[config.mk]
export PLATFORM = sky130hd
export DESIGN_NAME = bclru_ram
export DESIGN_NICKNAME = d
export VERILOG_FILES = /design/src/hw/rtl/assert_macros.svh /design/src/hw/rtl/bclru_ram.sv
export SDC_FILE = /design/constraint.sdc
export NUM_CORES = 1
export LEC_CHECK = 0
export ABC_AREA = 1
export BUFFER_PORTS_ARGS = -buffer_cell sky130_fd_sc_hd__buf_2
export CAP_MARGIN = 20
export CORE_ASPECT_RATIO = 1.2
export CORE_MARGIN = 1
export CORE_UTILIZATION = 55
export CTS_CLUSTER_SIZE = 25
export DETAILED_ROUTE_END_ITERATION = 12
export PLACE_DENSITY = 0.75
export SLEW_MARGIN = 25
export SYNTH_ARGS = -nofsm -noshare
export SYNTH_HDL_FRONTEND = slang
export SYNTH_SLANG_ARGS = --single-unit
export TNS_END_PERCENT = 20
[constraint.sdc]
create_clock -name clk_i -period 1.1 [get_ports clk_i]
set_input_delay 0.22 -clock clk_i [delete_from_list [all_inputs] [get_ports clk_i]]
set_output_delay 0.22 -clock clk_i [all_outputs]
set_load 0.02 [all_outputs]
[src/hw/rtl/assert_macros.svh]
`ifndef ASSERT_MACROS_SVH
`define ASSERT_MACROS_SVH
// Assertion on an implication, sampled at the rising clock edge.
`define ASSERT_IMPL(label, clk, rst_n, ante, cons, msg) \
  label: assert property (@(posedge clk) disable iff (!rst_n) (ante) |-> (cons)) \
    else $error(msg);
// Assertion on an implication whose consequent is checked in the cycle after the antecedent.
`define ASSERT_NEXT(label, clk, rst_n, ante, cons, msg) \
  label: assert property (@(posedge clk) disable iff (!rst_n) (ante) |=> (cons)) \
    else $error(msg);
`endif

[src/hw/rtl/bclru_ram.sv]
`timescale 1ns / 1ps
module bclru_ram #(
  parameter int unsigned Width = 8,
  parameter int unsigned Depth = 16
) (
  input  logic                     clk_i,
  input  logic                     we_i,
  input  logic [$clog2(Depth)-1:0] waddr_i,
  input  logic [Width-1:0]         wdata_i,
  input  logic [$clog2(Depth)-1:0] raddr_i,
  output logic [Width-1:0]         rdata_o
);
  logic [Width-1:0] mem [Depth];

  always_ff @(posedge clk_i) begin
    if (we_i) begin
      mem[waddr_i] <= wdata_i;
    end
    rdata_o <= mem[raddr_i];
  end
endmodule

==> reports/metrics.csv <==
stage,metric,value,unit
outcome,status,"finished, violations left",
outcome,failed_checks,negative setup slack,
critical_path,critPathRequiredTime,880,ps
clock_tree,postCtsSetupBuffers,0,
timing,slew_headroom,75.2,%
critical_path,rrSetupSlack,80,ps
timing,finalHoldViolations,0,
logic_synthesis,synth_xor_area_share,0,%
logic_synthesis,synth.most_common_cell,nand2_1,
logic_synthesis,yosysWarningCount,0,
logic_synthesis,synth_top_family_by_area,simple AND/OR/NAND/NOR gates,
timing,setup-tns-final,-20.5,ps
critical_path,worst-path-buf-inv,1,
routing,dr_total_vias,3893,
routing,ant_nets,0,
timing,post-route-period-util,102,%
clock_tree,cts_root_buffer,clkbuf_16,
logic_synthesis,synth_compound_gate_area_share,0,%
critical_path,cp-startpoint,rdata_o[5],
logic_synthesis,synth.distinct_cells,12,
min_path,holdCritPathClass,input port to flop,
global_routing,first_global_vias,3837,
finish,fin_nets,618,
logic_synthesis,synth_seq_area_share,69.4,%
critical_path,reg2reg_depth,6,
global_routing,grt_overflow,0,
clock_tree,tritoncts,done,
power,vdd_ir_drop_max,1.59,mV
critical_path,start_kind,flop,
routing,wirelength,12.6,mm
timing,hold-worst-slack,206,ps
job,maxCapViolations,0,
global_routing,grt_pass1_wl,19.6,mm
floorplan,rows,40,
critical_path,path_class,flop to primary output,
timing,finalWorstSetupSlack,-20.5,ps
timing,min_period,1120,ps
min_path,worstHoldStart,wdata_i[3],
routing,drcViolationCount,0,
min_path,holdPathEnd,mem[5][3],
floorplan,io_pins,26,
global_routing,grt_max_degree,65,
clock_tree,clk_latency,420,ps
min_path,whs_path_depth,1,
place,hpwl,7.78,mm
critical_path,worstPathCellList,buf_6,
logic_synthesis,async_reset_ff_share,0,%
floorplan,die_area,10900,um^2
clock_tree,htreeDepth,4,
routing,dr.pass1.iters,6,
critical_path,slowest_stage,dfxtp_2,
critical_path,cp-end-kind,primary output,
logic_synthesis,syn_nets,569,
critical_path,worstPathMaxFanout,1,
logic_synthesis,synth_fa_ha_area_share,0,%
place,numPortBuffers,25,
routing,drt_iter0_drc,343,
logic_synthesis,ys_top_cells_by_area,"edfxtp_1 67%, nand2_1 11%, nand3_1 8.4%, inv_1 6.5%, dfxtp_1 2.8%",
logic_synthesis,synth_top_area_share,66.7,%
global_routing,antenna_found_initial,0,
power,leakagePower,0.00297,uW
clock_tree,clk_pin_slew,60,ps
logic_synthesis,synth-edff-count,128,
logic_synthesis,netlist_instances,551,
timing,fin_skew,8.34,ps
place,pre_cts_ws,-188,ps
timing,clock.fmax,892,MHz
finish,area_growth,17.8,%
critical_path,cp_top_family,flip-flops,
timing,drv_slew,0,
global_routing,grtUsageTotal,26.0,%
finish,drive_gt1_share,14.7,%
critical_path,critical-path-max-stage-delay,360,ps
power,power.density,1750,nW/um^2
critical_path,r2r-start,mem[5][4],
logic_synthesis,synth_top_cell_by_area,edfxtp_1,
clock_tree,ctsLongestPathBuffers,2,
logic_synthesis,synth-simple-area-share,21.0,%
timing,worstMarginPinSlew,372,ps
place,place_congestion,0.867,
critical_path,r2r-end,rdata_o[4],
logic_synthesis,ys_ff_latch,136,
clock_tree,cts_hold_buf,0,
floorplan,design.core.area,10100,um^2
logic_synthesis,synth_area,5770,um^2
critical_path,crit_arrival,900,ps
clock_tree,cts_made_buffers,17,
finish,antenna_cells,0,
routing,wl_per_cell,17.0,um
floorplan,die_w,95.5,um
logic_synthesis,syn_area_per_cell,10.5,um^2
timing,rsz0062_at_grt,true,
finish,fin_util,67.2,%
logic_synthesis,synth_common_cells,"173 x nand2_1, 128 x edfxtp_1, 100 x inv_1, 97 x nand3_1, 17 x nor2_1",
logic_synthesis,synth.area.mux_share,0,%
floorplan,die_h,114,um
logic_synthesis,ys.flop_type,edfxtp_1,
routing,viasPerCell,5.27,
timing,finalSetupViolCount,1,
clock_tree,cts.sinks,136,
floorplan,start_util,57.0,%
==> final cells by class <==
class / count / area [um^2]
clock buffers: 23 / 468
clock inverters: 9 / 77.6
fillers: 732 / 3320
inverters: 102 / 383
multi-input cells: 289 / 1220
flip-flops and latches: 136 / 4010
well taps: 126 / 158
repair buffers: 54 / 477
==> placed cells by master, fill, tap and decap left out, drive strengths merged <==
cell      count
buf          54
bufinv        1
clkbuf       23
clkinv        4
clkinvlp      4
dfxtp         8
edfxtp      128
inv         102
nand2       173
nand3        97
nand3b        2
nor2         17
==> per-stage QoR <==
stage               instances  cell area (um^2)  total power, uW
floorplan                 551              5770             6380
global placement          707              6190             6690
detailed placement        707              6190             6720
CTS                       739              6770            11900
global route              739              6790            12200
finish                    739              6790            11900
==> per-layer routing <==
layer	part of all wire, %	routed length [um]	up-vias	global-route usage [%]
met5	0	0	-	0
met4	4.4	548	0	14.7
met3	7.3	918	33	7.24
met2	50	6270	195	41.9
met1	39	4850	1796	31.3
li1	-	-	1869	-
==> worst max path at each step <==
stage                  to  slack [ps]  depth (start not counted)
6_report       rdata_o[5]         -20                          1
5_1_grt        rdata_o[5]         -40                          1
4_1_cts        rdata_o[5]         -30                          1
3_5_place_dp   rdata_o[2]        -190                          7
3_3_place_gp   rdata_o[2]        -180                          8
2_1_floorplan   mem[4][0]         -70                          2
==> flip-flops by register name (all words and copies together), names as in the netlist <==
signal,flops
mem,128
rdata_o,8
==> logic make-up after synthesis <==
family                 Yosys count
AND/OR/NAND/NOR                289
buffers and inverters          126
flip-flops                     136
==> repair_timing <==
action / CTS / global route
setup endpoints to repair: 8 / 8
pin swaps: 0 / 0
resized for setup: 16 / 7
==> power by group <==
part	internal, uW	switching [uW]	total (uW)
combinational	290	531	821
clock	3200	2020	5220
sequential	5800	42.8	5840
(Power assumes the default switching activity.)
